===== src/rtl/core/incremental_pid_filtered_d_unit_assert.svh =====
// Assertion macros for the incremental PID unit
`ifndef INCREMENTAL_PID_FILTERED_D_UNIT_ASSERT_SVH
`define INCREMENTAL_PID_FILTERED_D_UNIT_ASSERT_SVH

// same-cycle implication
`define PIDFD_ASSERT_NOW(lbl, clk, rst_n, ante, cons) \
    lbl: assert property (@(posedge clk) disable iff (!(rst_n)) (ante) |-> (cons)) \
        else $error("pidfd same-cycle check failed");

// next-cycle implication
`define PIDFD_ASSERT_NEXT(lbl, clk, rst_n, ante, cons) \
    lbl: assert property (@(posedge clk) disable iff (!(rst_n)) (ante) |=> (cons)) \
        else $error("pidfd next-cycle check failed");

`endif


===== src/rtl/core/pidfd_pkg.sv =====
// Package: types, constants and codes of the incremental PID unit
`timescale 1ns / 1ps

package pidfd_pkg;

    localparam int ERR_W   = 17;
    localparam int GAIN_W  = 24;
    localparam int STEP_W  = 31;
    localparam int OUT_W   = 32;
    localparam int MUL_AW  = 32;
    localparam int MUL_BW  = 24;
    localparam int PROD_W  = MUL_AW + MUL_BW;
    localparam int PI_W    = 44;
    localparam int IDX_W   = 3;

    localparam logic signed [MUL_BW-1:0] ALPHA_Q16           = 24'sd58982;
    localparam logic signed [MUL_BW-1:0] ONE_MINUS_ALPHA_Q16 = 24'sd6554;
    localparam logic signed [PROD_W-1:0] HALF_Q16            = 56'sd32768;

    typedef enum logic [IDX_W-1:0] {
        REG_GAIN_P     = 3'd0,
        REG_GAIN_I     = 3'd1,
        REG_GAIN_D     = 3'd2,
        REG_STEP_LIMIT = 3'd3,
        REG_OUT_UPPER  = 3'd4,
        REG_OUT_LOWER  = 3'd5
    } t_reg_idx;

    typedef struct packed {
        logic signed [GAIN_W-1:0] gain_p;
        logic signed [GAIN_W-1:0] gain_i;
        logic signed [GAIN_W-1:0] gain_d;
        logic        [STEP_W-1:0] step_limit;
        logic signed [OUT_W-1:0]  out_upper;
        logic signed [OUT_W-1:0]  out_lower;
    } t_cfg;

    typedef enum logic [3:0] {
        S_IDLE,
        S_MUL_P,
        S_MUL_I,
        S_MUL_F,
        S_MUL_M,
        S_MUL_D,
        S_FILT,
        S_STEP,
        S_ACC
    } t_seq_state;

    typedef struct packed {
        t_seq_state step;
        logic       in_ready;
        logic       commit;
    } t_seq_ctrl;

endpackage


===== src/rtl/core/pidfd_in_if.sv =====
// Input channel: update or restart item
`timescale 1ns / 1ps

interface pidfd_in_if;
    logic        valid;
    logic        ready;
    logic        cmd;
    logic signed [15:0] target;
    logic signed [15:0] measured;

    modport source (output valid, output cmd, output target, output measured, input ready);
    modport sink   (input valid, input cmd, input target, input measured, output ready);
endinterface


===== src/rtl/core/pidfd_out_if.sv =====
// Output channel: controller drive item
`timescale 1ns / 1ps

interface pidfd_out_if;
    logic        valid;
    logic        ready;
    logic signed [31:0] drive;
    logic        at_limit;

    modport source (output valid, output drive, output at_limit, input ready);
    modport sink   (input valid, input drive, input at_limit, output ready);
endinterface


===== src/rtl/core/pidfd_cfg.sv =====
// Configuration register file of the incremental PID unit
`timescale 1ns / 1ps

module pidfd_cfg (
    input  logic                                i_clk,
    input  logic                                i_rst_n,
    input  logic                                i_wr_en,
    input  logic [pidfd_pkg::IDX_W-1:0]         i_index,
    input  logic [pidfd_pkg::OUT_W-1:0]         i_data,
    output pidfd_pkg::t_cfg                     o_cfg
);

    pidfd_pkg::t_cfg r_cfg;

    always_ff @(posedge i_clk) begin
        if (!i_rst_n) begin
            r_cfg.gain_p     <= '0;
            r_cfg.gain_i     <= '0;
            r_cfg.gain_d     <= '0;
            r_cfg.step_limit <= 31'd65536;
            r_cfg.out_upper  <= 32'sh7FFF_FFFF;
            r_cfg.out_lower  <= '0;
        end else if (i_wr_en) begin
            unique case (i_index)
                pidfd_pkg::REG_GAIN_P:     r_cfg.gain_p     <= i_data[pidfd_pkg::GAIN_W-1:0];
                pidfd_pkg::REG_GAIN_I:     r_cfg.gain_i     <= i_data[pidfd_pkg::GAIN_W-1:0];
                pidfd_pkg::REG_GAIN_D:     r_cfg.gain_d     <= i_data[pidfd_pkg::GAIN_W-1:0];
                pidfd_pkg::REG_STEP_LIMIT: r_cfg.step_limit <= i_data[pidfd_pkg::STEP_W-1:0];
                pidfd_pkg::REG_OUT_UPPER:  r_cfg.out_upper  <= i_data;
                pidfd_pkg::REG_OUT_LOWER:  r_cfg.out_lower  <= i_data;
                default: ;
            endcase
        end
    end

    assign o_cfg = r_cfg;

endmodule


===== src/rtl/core/pidfd_mul.sv =====
// Shared signed multiplier with registered product
`timescale 1ns / 1ps

module pidfd_mul (
    input  logic                                    i_clk,
    input  logic signed [pidfd_pkg::MUL_AW-1:0]     i_a,
    input  logic signed [pidfd_pkg::MUL_BW-1:0]     i_b,
    output logic signed [pidfd_pkg::PROD_W-1:0]     o_prod
);

    logic signed [pidfd_pkg::PROD_W-1:0] r_prod;
    logic signed [pidfd_pkg::PROD_W-1:0] n_prod;

    always_comb begin
        n_prod = pidfd_pkg::PROD_W'(i_a) * pidfd_pkg::PROD_W'(i_b);
    end

    always_ff @(posedge i_clk) begin
        r_prod <= n_prod;
    end

    assign o_prod = r_prod;

endmodule


===== src/rtl/core/pidfd_seq.sv =====
// Sequencer that steps one item through the shared multiplier
`timescale 1ns / 1ps

module pidfd_seq (
    input  logic                    i_clk,
    input  logic                    i_rst_n,
    input  logic                    i_in_valid,
    input  logic                    i_cmd,
    input  logic                    i_out_free,
    output pidfd_pkg::t_seq_ctrl    o_ctrl
);

    pidfd_pkg::t_seq_state r_state;
    pidfd_pkg::t_seq_state n_state;

    always_comb begin
        n_state = r_state;
        unique case (r_state)
            pidfd_pkg::S_IDLE: begin
                if (i_in_valid) begin
                    n_state = i_cmd ? pidfd_pkg::S_ACC : pidfd_pkg::S_MUL_P;
                end
            end
            pidfd_pkg::S_MUL_P: n_state = pidfd_pkg::S_MUL_I;
            pidfd_pkg::S_MUL_I: n_state = pidfd_pkg::S_MUL_F;
            pidfd_pkg::S_MUL_F: n_state = pidfd_pkg::S_MUL_M;
            pidfd_pkg::S_MUL_M: n_state = pidfd_pkg::S_MUL_D;
            pidfd_pkg::S_MUL_D: n_state = pidfd_pkg::S_FILT;
            pidfd_pkg::S_FILT:  n_state = pidfd_pkg::S_STEP;
            pidfd_pkg::S_STEP:  n_state = pidfd_pkg::S_ACC;
            pidfd_pkg::S_ACC: begin
                if (i_out_free) begin
                    n_state = pidfd_pkg::S_IDLE;
                end
            end
            default: n_state = pidfd_pkg::S_IDLE;
        endcase
    end

    always_ff @(posedge i_clk) begin
        if (!i_rst_n) begin
            r_state <= pidfd_pkg::S_IDLE;
        end else begin
            r_state <= n_state;
        end
    end

    always_comb begin
        o_ctrl.step     = r_state;
        o_ctrl.in_ready = (r_state == pidfd_pkg::S_IDLE) && i_rst_n;
        o_ctrl.commit   = (r_state == pidfd_pkg::S_ACC) && i_out_free;
    end

endmodule


===== src/rtl/core/incremental_pid_filtered_d_unit.sv =====
// Top level of the incremental PID unit with low-pass filtered derivative
// Velocity-form PID controller in fixed point: each update item forms
// e = target - measured and adds the clamped increment
// gain_p*(e-e1) + gain_i*e (gated off while the output sits at a clamp)
// + a low-pass filtered gain_d*(e-2*e1+e2) to the output, which is then
// clamped to [out_lower, out_upper]; a restart item clears the history and
// the filter and sets the output to out_lower. An update item steps through
// S_MUL_P, S_MUL_I, S_MUL_F, S_MUL_M and S_MUL_D (five products through the
// one 32x24 multiplier), then S_FILT, S_STEP and S_ACC, where its result is
// committed to the output register; a restart item goes from S_IDLE straight
// to S_ACC. A new item is taken only once the last one is through and the
// sequencer is back in S_IDLE. The input is not ready while an item is in
// work or during reset. A finished result sits in an output register, so
// the next item is accepted while it waits; the block only stalls if a new
// result is due before the last one is taken.
// Configuration writes must occur only while the block is idle.
`timescale 1ns / 1ps

module incremental_pid_filtered_d_unit (
    input  logic                        i_clk,
    input  logic                        i_rst_n,
    input  logic                        i_cfg_wr_en,
    input  logic [pidfd_pkg::IDX_W-1:0] i_cfg_index,
    input  logic [pidfd_pkg::OUT_W-1:0] i_cfg_data,
    pidfd_in_if.sink                    i_in,
    pidfd_out_if.source                 o_out
);

    `include "incremental_pid_filtered_d_unit_assert.svh"

    pidfd_pkg::t_cfg      cfg;
    pidfd_pkg::t_seq_ctrl ctrl;

    logic signed [pidfd_pkg::MUL_AW-1:0] mul_a;
    logic signed [pidfd_pkg::MUL_BW-1:0] mul_b;
    logic signed [pidfd_pkg::PROD_W-1:0] prod;

    logic signed [pidfd_pkg::ERR_W-1:0]  r_err;
    logic signed [pidfd_pkg::ERR_W-1:0]  r_e1;
    logic signed [pidfd_pkg::ERR_W-1:0]  r_e2;
    logic signed [pidfd_pkg::OUT_W-1:0]  r_dfilt;
    logic signed [pidfd_pkg::OUT_W-1:0]  r_drive;
    logic signed [pidfd_pkg::PI_W-1:0]   r_pi;
    logic signed [pidfd_pkg::PROD_W-1:0] r_fsum;
    logic signed [pidfd_pkg::OUT_W-1:0]  r_delta;
    logic                                r_restart;
    logic                                r_out_valid;
    logic signed [pidfd_pkg::OUT_W-1:0]  r_out_drive;
    logic                                r_out_lim;

    logic                                accept;
    logic                                out_free;
    logic signed [pidfd_pkg::ERR_W:0]    diff1;
    logic signed [pidfd_pkg::ERR_W+1:0]  diff2;
    logic                                aw;
    logic signed [pidfd_pkg::PROD_W:0]   filt_sum;
    logic signed [pidfd_pkg::PROD_W-16:0] filt_shr;
    logic signed [pidfd_pkg::OUT_W-1:0]  n_dfilt;
    logic signed [pidfd_pkg::PI_W:0]     delta_wide;
    logic signed [pidfd_pkg::PI_W:0]     step_pos;
    logic signed [pidfd_pkg::PI_W:0]     step_neg;
    logic signed [pidfd_pkg::OUT_W-1:0]  n_delta;
    logic signed [pidfd_pkg::OUT_W:0]    acc_wide;
    logic signed [pidfd_pkg::OUT_W-1:0]  n_drive;
    logic                                n_lim;

    pidfd_cfg u_cfg (
        .i_clk   (i_clk),
        .i_rst_n (i_rst_n),
        .i_wr_en (i_cfg_wr_en),
        .i_index (i_cfg_index),
        .i_data  (i_cfg_data),
        .o_cfg   (cfg)
    );

    assign out_free = !r_out_valid || o_out.ready;

    pidfd_seq u_seq (
        .i_clk      (i_clk),
        .i_rst_n    (i_rst_n),
        .i_in_valid (i_in.valid),
        .i_cmd      (i_in.cmd),
        .i_out_free (out_free),
        .o_ctrl     (ctrl)
    );

    pidfd_mul u_mul (
        .i_clk  (i_clk),
        .i_a    (mul_a),
        .i_b    (mul_b),
        .o_prod (prod)
    );

    assign accept = i_in.valid && ctrl.in_ready;

    always_comb begin
        diff1 = (pidfd_pkg::ERR_W+1)'(r_err) - (pidfd_pkg::ERR_W+1)'(r_e1);
        diff2 = (pidfd_pkg::ERR_W+2)'(r_err)
              - $signed({r_e1[pidfd_pkg::ERR_W-1], r_e1, 1'b0})
              + (pidfd_pkg::ERR_W+2)'(r_e2);
        aw    = !((r_drive >= cfg.out_upper) || (r_drive <= cfg.out_lower));
    end

    // operand select for the shared multiplier
    always_comb begin
        mul_a = '0;
        mul_b = '0;
        unique case (ctrl.step)
            pidfd_pkg::S_MUL_P: begin
                mul_a = pidfd_pkg::MUL_AW'(diff1);
                mul_b = cfg.gain_p;
            end
            pidfd_pkg::S_MUL_I: begin
                mul_a = pidfd_pkg::MUL_AW'(r_err);
                mul_b = cfg.gain_i;
            end
            pidfd_pkg::S_MUL_F: begin
                mul_a = r_dfilt;
                mul_b = pidfd_pkg::ALPHA_Q16;
            end
            pidfd_pkg::S_MUL_M: begin
                mul_a = pidfd_pkg::MUL_AW'(diff2);
                mul_b = pidfd_pkg::ONE_MINUS_ALPHA_Q16;
            end
            pidfd_pkg::S_MUL_D: begin
                mul_a = prod[pidfd_pkg::MUL_AW-1:0];
                mul_b = cfg.gain_d;
            end
            default: ;
        endcase
    end

    always_comb begin
        filt_sum = (pidfd_pkg::PROD_W+1)'(r_fsum) + (pidfd_pkg::PROD_W+1)'(prod);
        filt_shr = filt_sum[pidfd_pkg::PROD_W:16];
        if ((&filt_shr[pidfd_pkg::PROD_W-16:pidfd_pkg::OUT_W-1])
                || !(|filt_shr[pidfd_pkg::PROD_W-16:pidfd_pkg::OUT_W-1])) begin
            n_dfilt = filt_shr[pidfd_pkg::OUT_W-1:0];
        end else if (filt_shr[pidfd_pkg::PROD_W-16]) begin
            n_dfilt = {1'b1, {(pidfd_pkg::OUT_W-1){1'b0}}};
        end else begin
            n_dfilt = {1'b0, {(pidfd_pkg::OUT_W-1){1'b1}}};
        end
    end

    always_comb begin
        delta_wide = (pidfd_pkg::PI_W+1)'(r_pi) + (pidfd_pkg::PI_W+1)'(r_dfilt);
        step_pos   = $signed({{(pidfd_pkg::PI_W+1-pidfd_pkg::STEP_W){1'b0}}, cfg.step_limit});
        step_neg   = -step_pos;
        if (delta_wide > step_pos) begin
            n_delta = step_pos[pidfd_pkg::OUT_W-1:0];
        end else if (delta_wide < step_neg) begin
            n_delta = step_neg[pidfd_pkg::OUT_W-1:0];
        end else begin
            n_delta = delta_wide[pidfd_pkg::OUT_W-1:0];
        end
    end

    always_comb begin
        acc_wide = (pidfd_pkg::OUT_W+1)'(r_drive) + (pidfd_pkg::OUT_W+1)'(r_delta);
        if (r_restart) begin
            n_drive = cfg.out_lower;
        end else if (acc_wide > (pidfd_pkg::OUT_W+1)'(cfg.out_upper)) begin
            n_drive = cfg.out_upper;
            if (cfg.out_upper < cfg.out_lower) begin
                n_drive = cfg.out_lower;
            end
        end else if (acc_wide < (pidfd_pkg::OUT_W+1)'(cfg.out_lower)) begin
            n_drive = cfg.out_lower;
        end else begin
            n_drive = acc_wide[pidfd_pkg::OUT_W-1:0];
        end
        n_lim = (n_drive == cfg.out_upper) || (n_drive == cfg.out_lower);
    end

    always_ff @(posedge i_clk) begin
        if (accept) begin
            r_err     <= (pidfd_pkg::ERR_W)'(i_in.target) - (pidfd_pkg::ERR_W)'(i_in.measured);
            r_restart <= i_in.cmd;
        end
        case (ctrl.step)
            pidfd_pkg::S_MUL_I: r_pi   <= pidfd_pkg::PI_W'(prod);
            pidfd_pkg::S_MUL_F: begin
                if (aw) begin
                    r_pi <= r_pi + pidfd_pkg::PI_W'(prod);
                end
            end
            pidfd_pkg::S_MUL_M: r_fsum <= prod + pidfd_pkg::HALF_Q16;
            pidfd_pkg::S_STEP:  r_delta <= n_delta;
            default: ;
        endcase
        if (ctrl.commit) begin
            r_out_drive <= n_drive;
            r_out_lim   <= n_lim;
        end
    end

    // controller state
    always_ff @(posedge i_clk) begin
        if (!i_rst_n) begin
            r_e1        <= '0;
            r_e2        <= '0;
            r_dfilt     <= '0;
            r_drive     <= '0;
            r_out_valid <= 1'b0;
        end else begin
            if (ctrl.step == pidfd_pkg::S_FILT) begin
                r_dfilt <= n_dfilt;
            end
            if (ctrl.commit) begin
                r_drive     <= n_drive;
                r_out_valid <= 1'b1;
                if (r_restart) begin
                    r_e1    <= '0;
                    r_e2    <= '0;
                    r_dfilt <= '0;
                end else begin
                    r_e1 <= r_err;
                    r_e2 <= r_e1;
                end
            end else if (o_out.ready) begin
                r_out_valid <= 1'b0;
            end
        end
    end

    assign i_in.ready     = ctrl.in_ready;
    assign o_out.valid    = r_out_valid;
    assign o_out.drive    = r_out_drive;
    assign o_out.at_limit = r_out_lim;

    `PIDFD_ASSERT_NEXT(a_busy_after_accept, i_clk, i_rst_n, accept, !i_in.ready)
    `PIDFD_ASSERT_NOW(a_drive_in_range, i_clk, i_rst_n, o_out.valid && (cfg.out_lower <= cfg.out_upper), (o_out.drive >= cfg.out_lower) && (o_out.drive <= cfg.out_upper))
    `PIDFD_ASSERT_NEXT(a_restart_result, i_clk, i_rst_n, ctrl.commit && r_restart, o_out.valid && o_out.at_limit && (o_out.drive == $past(cfg.out_lower)))

endmodule


===== src/flat_wrapper.sv =====
// flat-port wrapper written by rule: the top's interface ports become plain ports
module incremental_pid_filtered_d_unit_flat 
  (i_clk, i_rst_n, i_cfg_wr_en, i_cfg_index, i_cfg_data, i_in_valid, i_in_cmd, i_in_target, i_in_measured, i_in_ready, o_out_valid, o_out_drive, o_out_at_limit, o_out_ready);
  pidfd_in_if i_in_i ();
  pidfd_out_if o_out_i ();
  input  logic i_clk;
  input  logic i_rst_n;
  input  logic i_cfg_wr_en;
  input  logic [pidfd_pkg::IDX_W-1:0] i_cfg_index;
  input  logic [pidfd_pkg::OUT_W-1:0] i_cfg_data;
  input wire logic [$bits(i_in_i.valid)-1:0] i_in_valid;
  input wire logic [$bits(i_in_i.cmd)-1:0] i_in_cmd;
  input wire logic [$bits(i_in_i.target)-1:0] i_in_target;
  input wire logic [$bits(i_in_i.measured)-1:0] i_in_measured;
  output wire logic [$bits(i_in_i.ready)-1:0] i_in_ready;
  output wire logic [$bits(o_out_i.valid)-1:0] o_out_valid;
  output wire logic [$bits(o_out_i.drive)-1:0] o_out_drive;
  output wire logic [$bits(o_out_i.at_limit)-1:0] o_out_at_limit;
  input wire logic [$bits(o_out_i.ready)-1:0] o_out_ready;
  assign i_in_i.valid = i_in_valid;
  assign i_in_i.cmd = i_in_cmd;
  assign i_in_i.target = i_in_target;
  assign i_in_i.measured = i_in_measured;
  assign i_in_ready = i_in_i.ready;
  assign o_out_valid = o_out_i.valid;
  assign o_out_drive = o_out_i.drive;
  assign o_out_at_limit = o_out_i.at_limit;
  assign o_out_i.ready = o_out_ready;
  incremental_pid_filtered_d_unit u_core (.i_clk(i_clk), .i_rst_n(i_rst_n), .i_cfg_wr_en(i_cfg_wr_en), .i_cfg_index(i_cfg_index), .i_cfg_data(i_cfg_data), .i_in(i_in_i), .o_out(o_out_i));
endmodule

===== config.mk =====
export PLATFORM = sky130hd
export DESIGN_NAME = incremental_pid_filtered_d_unit_flat
export DESIGN_NICKNAME = d
export VERILOG_FILES = /design/src/rtl/core/pidfd_pkg.sv /design/src/rtl/core/pidfd_in_if.sv /design/src/rtl/core/pidfd_out_if.sv /design/src/rtl/core/pidfd_cfg.sv /design/src/rtl/core/pidfd_mul.sv /design/src/rtl/core/pidfd_seq.sv /design/src/rtl/core/incremental_pid_filtered_d_unit.sv /design/src/flat_wrapper.sv
export VERILOG_INCLUDE_DIRS = /design/src /design/src/rtl/core
export SDC_FILE = /design/constraint.sdc
export NUM_CORES = 2
export LEC_CHECK = 0
export ABC_AREA = 1
export BUFFER_PORTS_ARGS = -buffer_cell sky130_fd_sc_hd__buf_2
export CORE_ASPECT_RATIO = 0.7
export CORE_MARGIN = 4
export CORE_UTILIZATION = 55
export CTS_CLUSTER_DIAMETER = 100
export DETAILED_ROUTE_END_ITERATION = 8
export PLACE_DENSITY = 0.7
export SYNTH_ARGS = -nofsm -noshare
export SYNTH_HDL_FRONTEND = slang
export SYNTH_SLANG_ARGS = --single-unit
export TNS_END_PERCENT = 30

===== constraint.sdc =====
create_clock -name i_clk -period 15.3 [get_ports i_clk]
set_input_delay 1.53 -clock i_clk [delete_from_list [all_inputs] [get_ports i_clk]]
set_output_delay 1.53 -clock i_clk [all_outputs]
set_load 0.05 [all_outputs]

==> Word-level counts from Yosys, hierarchy flattened <==
Cells that the tools add are included.
{ "totals": {"reg_bits": 509, "latchBits": 0, "ramBits": 0, "rom_bits": 0, "inputBits": 73, "out_inout_bits": 35, "wordCells": 103, "mem_count": 0} }
{ "classes": {"add_sub_neg": 10, "n_mul": 1, "n_div": 0, "magnitude_cmp": 7, "eq_ne": 18, "shifts": 0, "muxes": 23, "n_bitwise": 0, "reduce_logical": 23} }
{ "op_table": {"columns": ["cell", "count"], "rows": [
  ["$mux 32", 10],
  ["$pmux 32 s5", 1],
  ["$pmux 24 s5", 1],
  ["$pmux 44 s2", 1],
  ["$eq 32x32->1", 2],
  ["$add 56x56->57", 1],
  ["$add 56x17->56 const B", 1],
  ["$mul 32x24->56", 1],
  ["$add 44x32->45", 1],
  ["$gt 45x32->1", 1],
  ["$lt 45x45->1", 1],
  ["$neg 31->45", 1],
  ["$add 44x44->44", 1],
  ["$mux 44", 1],
  ["$pmux 4 s9", 1],
  ["$mux 17", 2],
  ["$add 32x32->33", 1],
  ["$gt 33x32->1", 1],
  ["$lt 33x32->1", 1],
  ["$ge 32x32->1", 1],
  ["$le 32x32->1", 1],
  ["$lt 32x32->1", 1],
  ["$mux 31", 1],
  ["$add 19x17->19", 1],
  ["22 further kinds", 47]
]} }

==> Logic depth before layout (Yosys ltp) <==
{ "depth": {"ltp_word": 8, "mapped_depth": 49, "depth_no_buf": 49} }

==> By module <==
From an unflattened synthesis, not the netlist that was laid out.
{ "unflattened": {"hier_cells": 10320, "hier_area_um2": 72798.6} }
{ "by_module_without_submodules": {"columns": ["mod", "instances", "cells_each", "area_each_um2", "seq_area_each_um2"], "rows": [
  ["incremental_pid_filtered_d_unit", 1, 5385, 35550.3, 7477.2],
  ["pidfd_mul", 1, 3979, 30543.0, 1121.1],
  ["pidfd_cfg", 1, 922, 6481.2, 3343.2],
  ["pidfd_seq", 1, 34, 224.0, 80.1]
]} }

==> Least setup slack after synthesis <==
No wires, ideal clock.
{ "synth_timing": {"path_kind": "reg2reg", "start": "register u_core.u_seq.r_state[2]", "end": "register u_core.u_mul.r_prod, in the netlist u_core.u_mul.o_prod[54]", "setup_time_ns": 0.123, "arrival_time_ns": 9.231, "required_ns": 15.177, "path_slack_ns": 5.945, "path_stages_with_launch": 31, "n_path_buf": 2, "synth_period_minus_slack_ns": 9.355, "path_cell_list": "dfxtp_1 inv_1 nor2_1 nand2_1 inv_1 buf_1 a21oi_1 nand3_1 clkbuf_1 nand2_1 fa_1 fa_1 fa_1 inv_1 fa_1 fa_1 fa_1 inv_1 fa_1 inv_1 ha_1 nand2_1 nor2_1 nand2_1 nor4_1 o21ai_0 o2111ai_1 nand2_1 o211ai_1 a21oi_1 xor2_1"} }
{ "synth_between": {"elab_chain_cells": 3, "elab_cells_between_ends": 8, "cone_classes": "mul: 1; eq/ne: 5; mux: 2"} }
{ "synth_lines": {"columns": ["element", "line", "rtl"], "rows": [
  ["start: declaration", "pidfd_seq.sv:13", "pidfd_pkg::t_seq_state r_state;"],
  ["start signal: assignment", "pidfd_seq.sv:42", "r_state <= pidfd_pkg::S_IDLE;"],
  ["start signal: assignment", "pidfd_seq.sv:44", "r_state <= n_state;"],
  ["$eq 4x3->1 (tied with other cells)", "incremental_pid_filtered_d_unit.sv:108", "unique case (ctrl.step)"],
  ["$pmux 32 s5 or $pmux 24 s5 (tied branches)", "incremental_pid_filtered_d_unit.sv:108", null],
  ["$mul 32x24->56 (*)", "pidfd_mul.sv:15", "n_prod = pidfd_pkg::PROD_W'(i_a) * pidfd_pkg::PROD_W'(i_b);"],
  ["via u_core.u_mul.n_prod (one bit)", "pidfd_mul.sv:12", "logic signed [pidfd_pkg::PROD_W-1:0] n_prod;"],
  ["end signal: assignment", "pidfd_mul.sv:19", "r_prod <= n_prod;"],
  ["end: declaration", "pidfd_mul.sv:11", "logic signed [pidfd_pkg::PROD_W-1:0] r_prod;"]
]} }
The timed path passes the listed nets; every way through them passes the cells marked *.
A chain may end at the register's enable or synchronous reset.

==> Worst setup path after layout <==
{ "layout_timing": {"start": "register u_core.r_err[2] (netlist name)", "end": "register u_core.u_mul.r_prod, in the netlist u_core.u_mul.o_prod[48]"} }
{ "layout_between": {"elab_chain_cells": 4, "elab_cells_between_ends": 5, "cone_classes": "add/sub: 3; mul: 1; mux: 1"} }
{ "layout_lines": {"columns": ["element", "line", "rtl"], "rows": [
  ["start: declaration", "incremental_pid_filtered_d_unit.sv:38", "logic signed [pidfd_pkg::ERR_W-1:0] r_err;"],
  ["start signal: assignment", "incremental_pid_filtered_d_unit.sv:178", "r_err <= (pidfd_pkg::ERR_W)'(i_in.target) - (pidfd_pkg::ERR_W)'(i_in.measured);"],
  ["$sub 17x18->19", "incremental_pid_filtered_d_unit.sv:99", "- $signed({r_e1[pidfd_pkg::ERR_W-1], r_e1, 1'b0})"],
  ["$add 19x17->19", "incremental_pid_filtered_d_unit.sv:100", "+ (pidfd_pkg::ERR_W+2)'(r_e2);"],
  ["$pmux 32 s5 (*)", "incremental_pid_filtered_d_unit.sv:108", null],
  ["$mul 32x24->56 (*)", "pidfd_mul.sv:15", null],
  ["via u_core.u_mul.n_prod (one bit)", "pidfd_mul.sv:12", null]
]} }
Marks and branches as above.

==> results.yml <==
run_status:
  status: "completed"
sta:
  report.final.setup_viol: 0
  worst_slack_ps: 4270
  finalCritPeriodShare: 0.721
  finClkSkew_ps: 29.0
  grt_setup_unrepaired: "no"
  hold_viol: 0
  timing.fmax_mhz: 90.7
  relSlewSlack: 0.108
  slew_violations: 0
  holdWs_ps: 454
  min_period_ps: 11030
  fin_setup_tns_ps: 0
  worst_pin_slew_ps: 1330
clocking:
  clockBufferDepth: 3
  clkSlewWorstSetupHoldPaths_ps: 70
  cts_setup_buffers: 0
  numCtsBuffers: 54
  hold_buffers: 0
  insertion_delay_ps: 650
  post_cts_resized: 0
  clkSinkCount: 509
  cts_tree: "yes"
  htree_levels: 2
  root_buffer: "clkbuf_16"
floorplan:
  num_rows: 108
  coreArea_um2: 124000
  fp.dieW_um: 431
  dieArea_um2: 131000
  die_h_um: 304
  ios: 108
  initial_core_util: 0.555
route:
  routed_via_density: 5.92
  routed_wl_um: 260000
  vias: 64700
  wl_met1_um: 116000
  wl_met3_um: 38700
  wl_met2_um: 98100
  drt_iter0_drc: 7954
  drc: 0
  firstDrtPassIters: 8
  dr.max_layer_used: "met5"
  ant_nets: 0
  wire_per_inst_um: 23.8
final_layout:
  layout-drive-gt1-share: 0.0456
  seqCellArea_um2: 12000
  final_common_cell: "nand2_1"
  num-fill-cells: 11700
  final_design_area_no_fill_um2: 73000
  fin_nets: 10700
  fin_util: 0.588
  area_growth_pct: 6.02
  most-common-layout-cells: "nand2_1, inv_1, nor2_1"
  multi_input_area_um2: 49100
critical_path:
  r2r_start: "u_core.r_err[2]$_DFFE_PP_"
  arrival_ps: 11580
  slowest_stage: "nor2_1"
  r2r_setup_slack_ps: 4270
  startpoint_type: "flip-flop"
  critPathKind: "reg -> reg"
  cp-endpoint: "u_core.u_mul.o_prod[48]$_DFF_P_"
  cp-end-kind: "flip-flop"
  max_stage_delay_ps: 850
  path_common_cell: "inv_1"
  r2r-end: "u_core.u_mul.o_prod[48]$_DFF_P_"
  crit_path_start: "u_core.r_err[2]$_DFFE_PP_"
  r2r_cells: 44
  worstPathMaxFanout: 14
  cp.required_ps: 15860
placed_design:
  pre_cts_slack_ps: 4540
  dpl-instance-area_um2: 71100
  port_buffers: 107
  place.gp.congestion: 1.04
  hpwl_um: 214000
synthesis:
  async_reset_ff_frac: 0
  synth_cell_types: 72
  ys_ff_latch: 509
  synthFlopType: "dfxtp_1"
  post_synth.cell_area_avg_um2: 7.43
  ys_seq_area_frac: 0.175
  synth_nets: 10800
  yosys_warnings: 0
  synth_edf_count: 183
  synth_area_um2: 68800
  synthesis.instances: 9263
hold_path:
  min_path_type: "reg -> reg"
global_routing:
  antenna_found_initial: 15
  grt_pass1_wl_um: 390000
  groute.usage.overall: 0.392
  grt_pass1_vias: 61800
  overflow: 0
  grt_max_degree: 86
pwr:
  ir_worst_vdd_uv: 97.3
  p_leak_uw: 0.0368
  p_per_area_nw_per_um2: 75.3
job:
  cap_viol_max_count: 0
==> Yosys cell counts, types with 12 or more instances <==
master    count  area [um2]
o211ai_1     57         428
edfxtp_1    183        5500
xnor2_1      94         823
fa_1        805       16100
a221oi_1     22         193
a21oi_1     663        3320
nand3_1     382        1910
a21boi_0     12        90.1
nor2_1      833        3130
o21a_1       49         368
nand2_1    2037        7650
inv_2        25        93.8
o21ai_1      23         115
inv_1      1732        6500
nor4_1       32         200
a31oi_1      52         325
nand4_1      90         563
xor2_1      167        1460
nor3_1       53         265
dfxtp_1     326        6530
o21ai_0     484        2420
buf_1        15        56.3
clkbuf_1    216         811
buf_2        39         195
ha_1        612        7660
o221ai_1     17         149
o21bai_1     26         195
or2_2        21         131
a211oi_1     41         308
nor2_4       14         158
a21o_1       21         158
==> metrics by stage <==
stage	cells	total power, uW
6_report	10900	5490
3_3_place_gp	10800	3930
4_1_cts	10900	5400
3_5_place_dp	10800	3960
2_1_floorplan	9263	3140
5_1_grt	10900	5760
==> worst max-delay path, delay by kind of cell (launching register included) <==
kind	cells	cell delay, ps
fa+ha+maj	10	4750
simple gates	14	2300
compound gates	9	1790
buf+inv	10	1460
flops	1	390
xor+xnor	1	180
==> report_power, final <==
part           leakage [uW]  total, uW  internal, uW  switching, uW
clock network      0.000934       1450           810            635
logic                0.0315       2380           687           1690
registers           0.00435       1670          1510            162
total                0.0368       5490          3010           2490
==> final cells by class <==
cell class,instances,area share
Timing Repair Buffer,198,0.0167
Clock inverter,29,0.00484
Inverter,1767,0.0910
Clock buffer,72,0.0209
Multi-Input combinational cell,6709,0.673
Tap cell,1650,0.0283
Antenna cell,3,0.000103
Sequential cell,509,0.165
==> worst min-delay path by stage <==
stage	from	depth (start not counted)	end	slack [ps]
after floorplan	u_core.u_cfg.o_cfg[113]$_SDFFE_PN0P_	2	u_core.u_cfg.o_cfg[113]$_SDFFE_PN0P_	420
after global placement	u_core.u_cfg.o_cfg[113]$_SDFFE_PN0P_	2	u_core.u_cfg.o_cfg[113]$_SDFFE_PN0P_	430
after detailed placement	u_core.u_cfg.o_cfg[113]$_SDFFE_PN0P_	2	u_core.u_cfg.o_cfg[113]$_SDFFE_PN0P_	440
after CTS	u_core.u_cfg.o_cfg[113]$_SDFFE_PN0P_	2	u_core.u_cfg.o_cfg[113]$_SDFFE_PN0P_	450
after global routing	u_core.u_cfg.o_cfg[115]$_SDFFE_PN0P_	2	u_core.u_cfg.o_cfg[115]$_SDFFE_PN0P_	480
final	u_core.u_cfg.o_cfg[113]$_SDFFE_PN0P_	2	u_core.u_cfg.o_cfg[113]$_SDFFE_PN0P_	450
==> kinds of logic after synthesis <==
family | synth area share
buffers and inverters | 0.113
and+or+nand+nor | 0.212
adders and majority gates | 0.345
xor gates and xnor gates | 0.0332
AOI/OAI and AO/OA | 0.122
DFF | 0.175
==> per-layer routing <==
metal	track usage	up-vias
met3	0.132	373
met5	0	-
met2	0.517	3956
met1	0.608	31100
li1	-	29200
met4	0.0985	8
==> flip-flops by register name, summed over array words and instances (netlist names), 4 cells and up <==
| signal | flops |
|---|---|
| u_core.o_out.drive | 32 |
| u_core.u_cfg.o_cfg | 167 |
| u_core.r_pi | 44 |
| u_core.u_seq.r_state | 4 |
| u_core.u_mul.o_prod | 56 |
| u_core.r_e1 | 17 |
| u_core.r_fsum | 56 |
| u_core.r_e2 | 17 |
| u_core.r_dfilt | 32 |
| u_core.r_drive | 32 |
| u_core.r_delta | 32 |
| u_core.r_err | 17 |
Power figures use the tool's default switching activity.
